### src/design/assert_macros.svh
// ----------------------------------------------------------------------------
// assert_macros
// Assertion helper macros for the cuckoo hash table design.
// ----------------------------------------------------------------------------
`ifndef ASSERT_MACROS_SVH
`define ASSERT_MACROS_SVH
`ifndef SYNTHESIS
`define CHT_ASSERT(label, clk, rst, prop, msg) \
  label: assert property (@(posedge clk) disable iff (rst) prop) else $error(msg);
`define CHT_ASSERT_NR(label, clk, prop, msg) \
  label: assert property (@(posedge clk) prop) else $error(msg);
`else
`define CHT_ASSERT(label, clk, rst, prop, msg)
`define CHT_ASSERT_NR(label, clk, prop, msg)
`endif
`endif

### src/design/cht_pkg.sv
// ----------------------------------------------------------------------------
// cht_pkg
// Shared types and constants for the cuckoo hash table.
// ----------------------------------------------------------------------------
`default_nettype none
package cht_pkg;
  localparam int Slots   = 1024;
  localparam int IdxW    = $clog2(Slots);
  localparam int KeyW    = 31;
  localparam int SizeW   = 11;
  localparam int LoopW   = 8;
  localparam int CntW    = $clog2(Slots + 1);

  localparam logic [1:0] ACT_INSERT = 2'd0;
  localparam logic [1:0] ACT_REMOVE = 2'd1;
  localparam logic [1:0] ACT_LOOKUP = 2'd2;
  localparam logic [1:0] ACT_SPARE  = 2'd3;   // unused code, acts as lookup

  localparam logic [2:0] ST_INSERTED = 3'd0;
  localparam logic [2:0] ST_PRESENT  = 3'd1;
  localparam logic [2:0] ST_REMOVED  = 3'd2;
  localparam logic [2:0] ST_NOTFOUND = 3'd3;
  localparam logic [2:0] ST_FOUND    = 3'd4;
  localparam logic [2:0] ST_FULL     = 3'd5;

  localparam logic [1:0] TID_NONE   = 2'd0;
  localparam logic [1:0] TID_FIRST  = 2'd1;
  localparam logic [1:0] TID_SECOND = 2'd2;

  localparam logic [0:0] CFG_TABLE_SIZE = 1'd0;
  localparam logic [0:0] CFG_MAX_LOOP   = 1'd1;

  // datapath commands
  typedef struct packed {
    logic load_in;      // capture input key, start hashing it
    logic hash_carry;   // start hashing the carried key
    logic rd1;          // read table one at hash one
    logic rd2;          // read table two at hash two
    logic probe_wr1;    // clear table one entry at hash one (remove)
    logic probe_wr2;
    logic ins_wr1;      // write carry into table one, take old occupant
    logic ins_wr2;      // write carry into table two, take old occupant
  } cmd_t;

  typedef struct packed {
    logic hash_done;
    logic hit1;
    logic hit2;
    logic old_valid;
    logic clearing;     // tables being emptied after reset
  } stat_t;
endpackage
`default_nettype wire

### src/design/cht_ctrl.sv
// ----------------------------------------------------------------------------
// cht_ctrl
// Sequencer for probe, remove and eviction rounds; holds the result beat.
// ----------------------------------------------------------------------------
`default_nettype none
`include "assert_macros.svh"
module cht_ctrl (
  input  wire logic                      clk,
  input  wire logic                      rst,
  input  wire logic                      in_valid,
  output logic                           in_stall,
  input  wire logic [1:0]                action,
  input  wire logic [cht_pkg::LoopW-1:0] max_loop,
  output cht_pkg::cmd_t                  cmd,
  input  wire cht_pkg::stat_t            stat,
  input  wire logic [cht_pkg::KeyW-1:0]  carry,
  input  wire logic [cht_pkg::IdxW-1:0]  h1,
  input  wire logic [cht_pkg::IdxW-1:0]  h2,
  input  wire logic [cht_pkg::IdxW-1:0]  first_h1,
  output logic                           out_valid,
  input  wire logic                      out_stall,
  output logic [2:0]                     status,
  output logic [1:0]                     table_id,
  output logic [9:0]                     slot,
  output logic [cht_pkg::KeyW-1:0]       homeless_key
);
  localparam logic [2:0] S_IDLE  = 3'd0;
  localparam logic [2:0] S_HASH  = 3'd1;
  localparam logic [2:0] S_READ  = 3'd2;
  localparam logic [2:0] S_PROBE = 3'd3;
  localparam logic [2:0] S_RD1   = 3'd4;
  localparam logic [2:0] S_WR1   = 3'd5;
  localparam logic [2:0] S_RD2   = 3'd6;
  localparam logic [2:0] S_WR2   = 3'd7;

  logic [2:0] state, state_next;
  logic [1:0] act;
  logic [cht_pkg::LoopW-1:0] rounds;
  logic busy;   // hash of a carried key pending during eviction
  logic half;   // 0: carried key goes to table one, 1: table two
  logic res_ld;
  logic [2:0] res_st;
  logic [1:0] res_tid;
  logic [cht_pkg::IdxW-1:0] res_slot;
  logic [cht_pkg::KeyW-1:0] res_home;
  logic res_full;

  assign in_stall = (state != S_IDLE) || out_valid || stat.clearing;
  assign res_full = res_ld && res_st == cht_pkg::ST_FULL;

  always_comb begin
    cmd = '0;
    state_next = state;
    res_ld = 1'b0;
    res_st = cht_pkg::ST_NOTFOUND;
    res_tid = cht_pkg::TID_NONE;
    res_slot = '0;
    res_home = '0;
    unique case (state)
      S_IDLE: if (in_valid && !in_stall) begin
        cmd.load_in = 1'b1;
        state_next = S_HASH;
      end
      S_HASH: if (stat.hash_done) begin
        cmd.rd1 = 1'b1;
        cmd.rd2 = 1'b1;
        state_next = S_PROBE;
      end
      S_READ: state_next = S_PROBE;
      S_PROBE: begin
        if (act == cht_pkg::ACT_INSERT) begin
          if (stat.hit1 || stat.hit2) begin
            res_ld = 1'b1;
            res_st = cht_pkg::ST_PRESENT;
            res_tid = stat.hit1 ? cht_pkg::TID_FIRST : cht_pkg::TID_SECOND;
            res_slot = stat.hit1 ? h1 : h2;
            state_next = S_IDLE;
          end else if (rounds == '0) begin
            res_ld = 1'b1;
            res_st = cht_pkg::ST_FULL;
            res_home = carry;
            state_next = S_IDLE;
          end else begin
            state_next = S_WR1;
          end
        end else begin
          res_ld = 1'b1;
          if (stat.hit1 || stat.hit2) begin
            res_tid = stat.hit1 ? cht_pkg::TID_FIRST : cht_pkg::TID_SECOND;
            res_slot = stat.hit1 ? h1 : h2;
            if (act == cht_pkg::ACT_REMOVE) begin
              res_st = cht_pkg::ST_REMOVED;
              cmd.probe_wr1 = stat.hit1;
              cmd.probe_wr2 = !stat.hit1;
            end else begin
              res_st = cht_pkg::ST_FOUND;
            end
          end
          state_next = S_IDLE;
        end
      end
      S_RD1: if (stat.hash_done || !busy) begin
        if (half) cmd.rd2 = 1'b1;
        else cmd.rd1 = 1'b1;
        state_next = S_WR1;
      end
      S_WR1: begin
        cmd.ins_wr1 = !half;
        cmd.ins_wr2 = half;
        state_next = S_RD2;
      end
      S_RD2: begin
        // old occupant valid bit was latched with the read
        if (!stat.old_valid) begin
          res_ld = 1'b1;
          res_st = cht_pkg::ST_INSERTED;
          res_tid = cht_pkg::TID_FIRST;
          res_slot = first_h1;
          state_next = S_IDLE;
        end else if (half && rounds == 8'd1) begin
          res_ld = 1'b1;
          res_st = cht_pkg::ST_FULL;
          res_home = carry;
          state_next = S_IDLE;
        end else begin
          cmd.hash_carry = 1'b1;
          state_next = S_WR2;
        end
      end
      S_WR2: state_next = S_RD1;
      default: state_next = S_IDLE;
    endcase
  end

  always_ff @(posedge clk) begin
    if (rst) begin
      state <= S_IDLE;
      out_valid <= 1'b0;
      half <= 1'b0;
      busy <= 1'b0;
    end else begin
      state <= state_next;
      if (out_valid && !out_stall) out_valid <= 1'b0;
      if (res_ld) out_valid <= 1'b1;
      if (cmd.load_in) begin
        act <= action;
        rounds <= max_loop;
        half <= 1'b0;
        busy <= 1'b0;
      end
      if (cmd.hash_carry) busy <= 1'b1;
      if (state == S_RD1 && (stat.hash_done || !busy)) busy <= 1'b0;
      if (state == S_RD2 && stat.old_valid) begin
        half <= !half;
        if (half) rounds <= rounds - 8'd1;
      end
    end
  end

  always_ff @(posedge clk) begin
    if (res_ld) begin
      status <= res_st;
      table_id <= res_tid;
      slot <= 10'(res_slot);
      homeless_key <= res_home;
    end
  end

  `CHT_ASSERT(a_no_accept_busy, clk, rst, cmd.load_in |-> !out_valid, "accept while result pending")
  `CHT_ASSERT(a_res_once, clk, rst, res_ld |-> !out_valid, "result overwritten")
  `CHT_ASSERT(a_full_home, clk, rst, res_full |-> res_tid == cht_pkg::TID_NONE, "full with table")
endmodule
`default_nettype wire
### config.mk
export PLATFORM = sky130hd
export DESIGN_NAME = cht_ctrl
export DESIGN_NICKNAME = d
export VERILOG_FILES = /design/src/design/cht_pkg.sv /design/src/design/cht_ctrl.sv
export VERILOG_INCLUDE_DIRS = /design/src /design/src/design
export SDC_FILE = /design/constraint.sdc
export NUM_CORES = 1
export LEC_CHECK = 0
export BUFFER_PORTS_ARGS = -buffer_cell sky130_fd_sc_hd__buf_2
export CAP_MARGIN = 20
export CELL_PAD_IN_SITES_DETAIL_PLACEMENT = 1
export CELL_PAD_IN_SITES_GLOBAL_PLACEMENT = 2
export CORE_AREA = 2 2 79 137
export CTS_CLUSTER_SIZE = 40
export DETAILED_ROUTE_END_ITERATION = 12
export DIE_AREA = 0 0 81 139
export PLACE_DENSITY = 0.94
export SLEW_MARGIN = 20
export SYNTH_ARGS = -nofsm -noshare
export SYNTH_HDL_FRONTEND = slang
export SYNTH_SLANG_ARGS = --single-unit
### constraint.sdc
create_clock -name clk -period 6 [get_ports clk]
set_input_delay 0.6 -clock clk [delete_from_list [all_inputs] [get_ports clk]]
set_output_delay 0.6 -clock clk [all_outputs]
set_load 0.1 [all_outputs]
==> Yosys cells after proc, flatten, opt, wreduce, memory -nomap -nowiden <==
Index checks and enable logic that the tools add are counted.
{ "totals": {"ff_bits": 62, "out_inout_bits": 56} }
{ "classes": {"addsub": 1, "n_eq_ne": 12, "muxes": 60, "bitwise": 1, "n_reduce_logical": 24} }
{ "ops": {"columns": ["operator", "count"], "rows": [
  ["$mux W31", 5],
  ["$pmux W31 S2", 1],
  ["$mux W3", 15],
  ["$mux W10", 3],
  ["$mux W8", 3],
  ["$pmux W3 S8", 1],
  ["$pmux W10 S2", 1],
  ["$mux W1", 18],
  ["$mux W2", 9],
  ["$eq A3 B3 Y1 const B", 4],
  ["$eq A8 B1 Y1 const B", 1],
  ["$logic_not A8 Y1", 1],
  ["$pmux W2 S2", 2],
  ["$sub A8 B1 Y8 const B", 1],
  ["$eq A3 B2 Y1 const B", 2],
  ["$ne A2 B2 Y1 const B", 3],
  ["$pmux W3 S2", 1],
  ["$reduce_bool A2 Y1", 3],
  ["$logic_and A1 B1 Y1", 5],
  ["$logic_not A1 Y1", 5],
  ["$logic_or A1 B1 Y1", 4],
  ["$eq A3 B1 Y1 const B", 1],
  ["$logic_not A3 Y1", 1],
  ["$reduce_and A3 Y1", 1],
  ["7 further kinds", 7]
]} }

==> Logic depth before layout (Yosys ltp) <==
{ "logic_depth": {"word_depth": 10, "depth_mapped": 7, "mapped_depth_nobuf": 6} }

==> Least setup slack after synthesis <==
OpenSTA, ideal clock, no wires.
{ "synth_path": {"path_type": "reg-to-output", "start": "reg state[2]", "end": "out cmd[0] (netlist name)", "arrival_ns": 2.756, "required_ns": 5.400, "setup_slack_ns": 2.644, "path_stages_with_launch": 4, "cell_sequence": "dfxtp_1 clkbuf_1 nand2_1 nor3_1"} }
{ "synth_lines": {"columns": ["element", "line", "text"], "rows": [
  ["from (decl)", "cht_ctrl.sv:36", "logic [2:0] state, state_next;"],
  ["from (signal assigned)", "cht_ctrl.sv:142", "state <= state_next;"],
  ["to (decl)", "cht_ctrl.sv:14", "output cht_pkg::cmd_t cmd,"]
]} }

==> results.txt <==
CTS Buf Count: 9
Synth area leaders: edfxtp_1 (56%), and2_1 (7.1%), nand2_1 (4.2%)
Area share of the largest cell type after synthesis: 56.4%
Syn_nets: 342
Register area share after synthesis: 60.4%
Synth async-reset ratio: 0%
Layout cells sized above 1: 40.7%
Top-level port count: 136
Total Routing Usage GR: 14.7%
Max Fanout on Critical Path: 16
Final non-filler cell total: 525
Synth cell count leaders: edfxtp_1 (56), and2_1 (34), nand2_1 (33), nor2_1 (13), a22oi_1 (11)
Clock Path Buffers: 2
CP arrival: 2.38 ns
Library cells used by synthesis: 48
Final Hold Fails: 0
Post-synth EDFFs: 56
P&R area growth vs syn: 36.7%
Core footprint: 10200 µm²
Post-DR wirelength/cell: 15.9 µm
Crit path kind: register to primary output
Root Buffer Master: clkbuf_16
Hold Path Sink: act[0]
DR vias: 2544
DR top layer: met4
Post-CTS Hold Buffers: 0
Post-DP HPWL: 6.46 mm
Total gr overflow: 0
Metal-1 WL: 3.08 mm
Post-CTS Resized: 0
CTS tree: done
Critical Path Start Type: register
Mapped Cells: 259
Layout Skew: 0.00658 ns
Most frequent cell after synthesis: edfxtp_1
Met2 wire len: 4.47 mm
Worst R2R Setup Slack: 3.14 ns
Final setup vio count: 0
Worst EP required: 5.40 ns
Clock Pin Slew Worst Setup and Hold Paths: 0.05 ns
LEAKAGE: 0.00163 µW
Antenna Nets Post-Route: 0
First DRT Iteration DRCs: 72
Number of placement rows: 49
Worst-Margin Slew: 1.05 ns
PwrDens: 286 nW/µm²
Die X: 81 µm
First-pass GRT wire length: 12.7 mm
Main flop type after synthesis: edfxtp_1
Hold Path Class: input pin to register
Worst R2R Path Depth: 4
Cells after DPL: 508
Vias per Instance: 4.85
Slew HR: 30.1%
Die area: 11300 µm²
Hold Crit Depth: 1
Hold path startpoint: action[0]
First-pass DRT Iterations: 4
Mapped cell area: 2980 µm²
Syn Area/Cell: 11.5 µm²
Fmax: 335 MHz
RSZ-0062 raised after global routing: false
Fin Setup TNS: 0 ns
IO buf count: 135
Starting Density: 29.3%
Outcome: finished, final reports clean
Max IR drop VDD: 135 µV
Vias in the first global route: 2613
Crit path capture type: primary output
Initial antenna violation count: 0
Seq cells post-synth: 62
Gpl congestion: 0.845
Sink Count: 62
DIE HEIGHT: 139 µm
WL met3: 610 µm
Worst r2r dst: homeless_key[22]
Max Cap Viol: 0
Largest net degree at the start of global routing: 47
Final Critical Period: 2.98 ns
H-tree depth: 3
Worst r2r src: rounds[4]
Slew Limit Fails: 0
Cell accounting for the most synthesized area: edfxtp_1
Final net count: 476
Final wirelength: 8.36 mm
Number of diodes: 0
Period utilization: 49.7%
Post-CTS Setup Inserts: 0
Worst-skew pair later-pin latency: 0.32 ns
Yosys Warn Count: 0
# DRC: 0
-- how the worst max path moves through the flow --
stage / end / slack (ns) / cells past startpoint / start
2_1_floorplan: cmd[0] / 2.64 / 3 / state[2]
3_3_place_gp: homeless_key[14] / 3.25 / 4 / rounds[4]
3_5_place_dp: homeless_key[2] / 3.12 / 4 / rounds[4]
4_1_cts: cmd[7] / 3.00 / 4 / state[1]
5_1_grt: cmd[2] / 2.83 / 5 / state[1]
6_report: cmd[7] / 3.02 / 4 / state[1]
-- final cells by class --
class	count	area [µm²]
fillers	1190	6100
flip-flops and latches	62	1800
multi-input cells	174	1070
repair buffers	137	694
clock buffers	10	229
well taps	127	159
clock inverters	6	86.3
inverters	9	33.8
-- per-stage QoR --
| stage | utilization (%) | hold slack (ns) | worst slack, ns | cell area [µm²] | power, µW |
|---|---|---|---|---|---|
| final | 40.1 | 0.455 | 3.02 | 4080 | 1170 |
| after global routing | 40.1 | 0.447 | 2.83 | 4080 | 1210 |
| after CTS | 40.0 | 0.449 | 3.00 | 4070 | 1180 |
| after detailed placement | 36.9 | 0.490 | 3.12 | 3750 | 636 |
| after global placement | 36.9 | 0.476 | 3.25 | 3750 | 633 |
| after floorplan | - | 0.466 | 2.64 | 2980 | 591 |
-- per-layer routing --
layer	up-vias	global-route usage [%]
met5	-	0
met2	109	26.7
met3	16	3.39
met4	0	6.42
met1	1200	15.5
li1	1219	-
-- layout by cell type (no fill, tap or decap), types with 4 or more instances in the layout --
| cell type | n |
|---|---|
| a21oi_1 | 10 |
| a22oi_1 | 11 |
| and2_1 | 34 |
| buf_2 | 135 |
| clkbuf_16 | 9 |
| dfxtp_1 | 6 |
| edfxtp_1 | 56 |
| inv_1 | 8 |
| nand2_1 | 32 |
| nand3b_1 | 4 |
| nor2_1 | 13 |
| nor3_1 | 9 |
| o21ai_0 | 7 |
| or2_2 | 4 |
-- power by group --
| group | internal [µW] | switching, µW |
|---|---|---|
| Sequential | 482 | 13.3 |
| Combinational | 37.4 | 93.4 |
| Clock | 362 | 178 |
-- flip-flops by register name (all words and copies together) (netlist names) --
signal        cells
homeless_key     31
out_valid         1
act               2
rounds            8
table_id          2
half              1
slot             10
status            3
busy              1
state             3
-- logic make-up after synthesis --
kind of cell / share of synthesized area [%]
adder cells (fa/ha/maj): 1.26
AO/OA/AOI/OAI: 11.5
flip-flops: 60.4
multiplexers: 0.671
buffers and inverters: 3.69
AND/OR/NAND/NOR: 22.5
-- worst max-delay path, cell delays in order, from the launching register on --
cell	delay, ns
dfxtp_1	0.46
or4_1	0.62
or2_2	0.42
inv_2	0.12
buf_2	0.43
(Power assumes the default switching activity.)
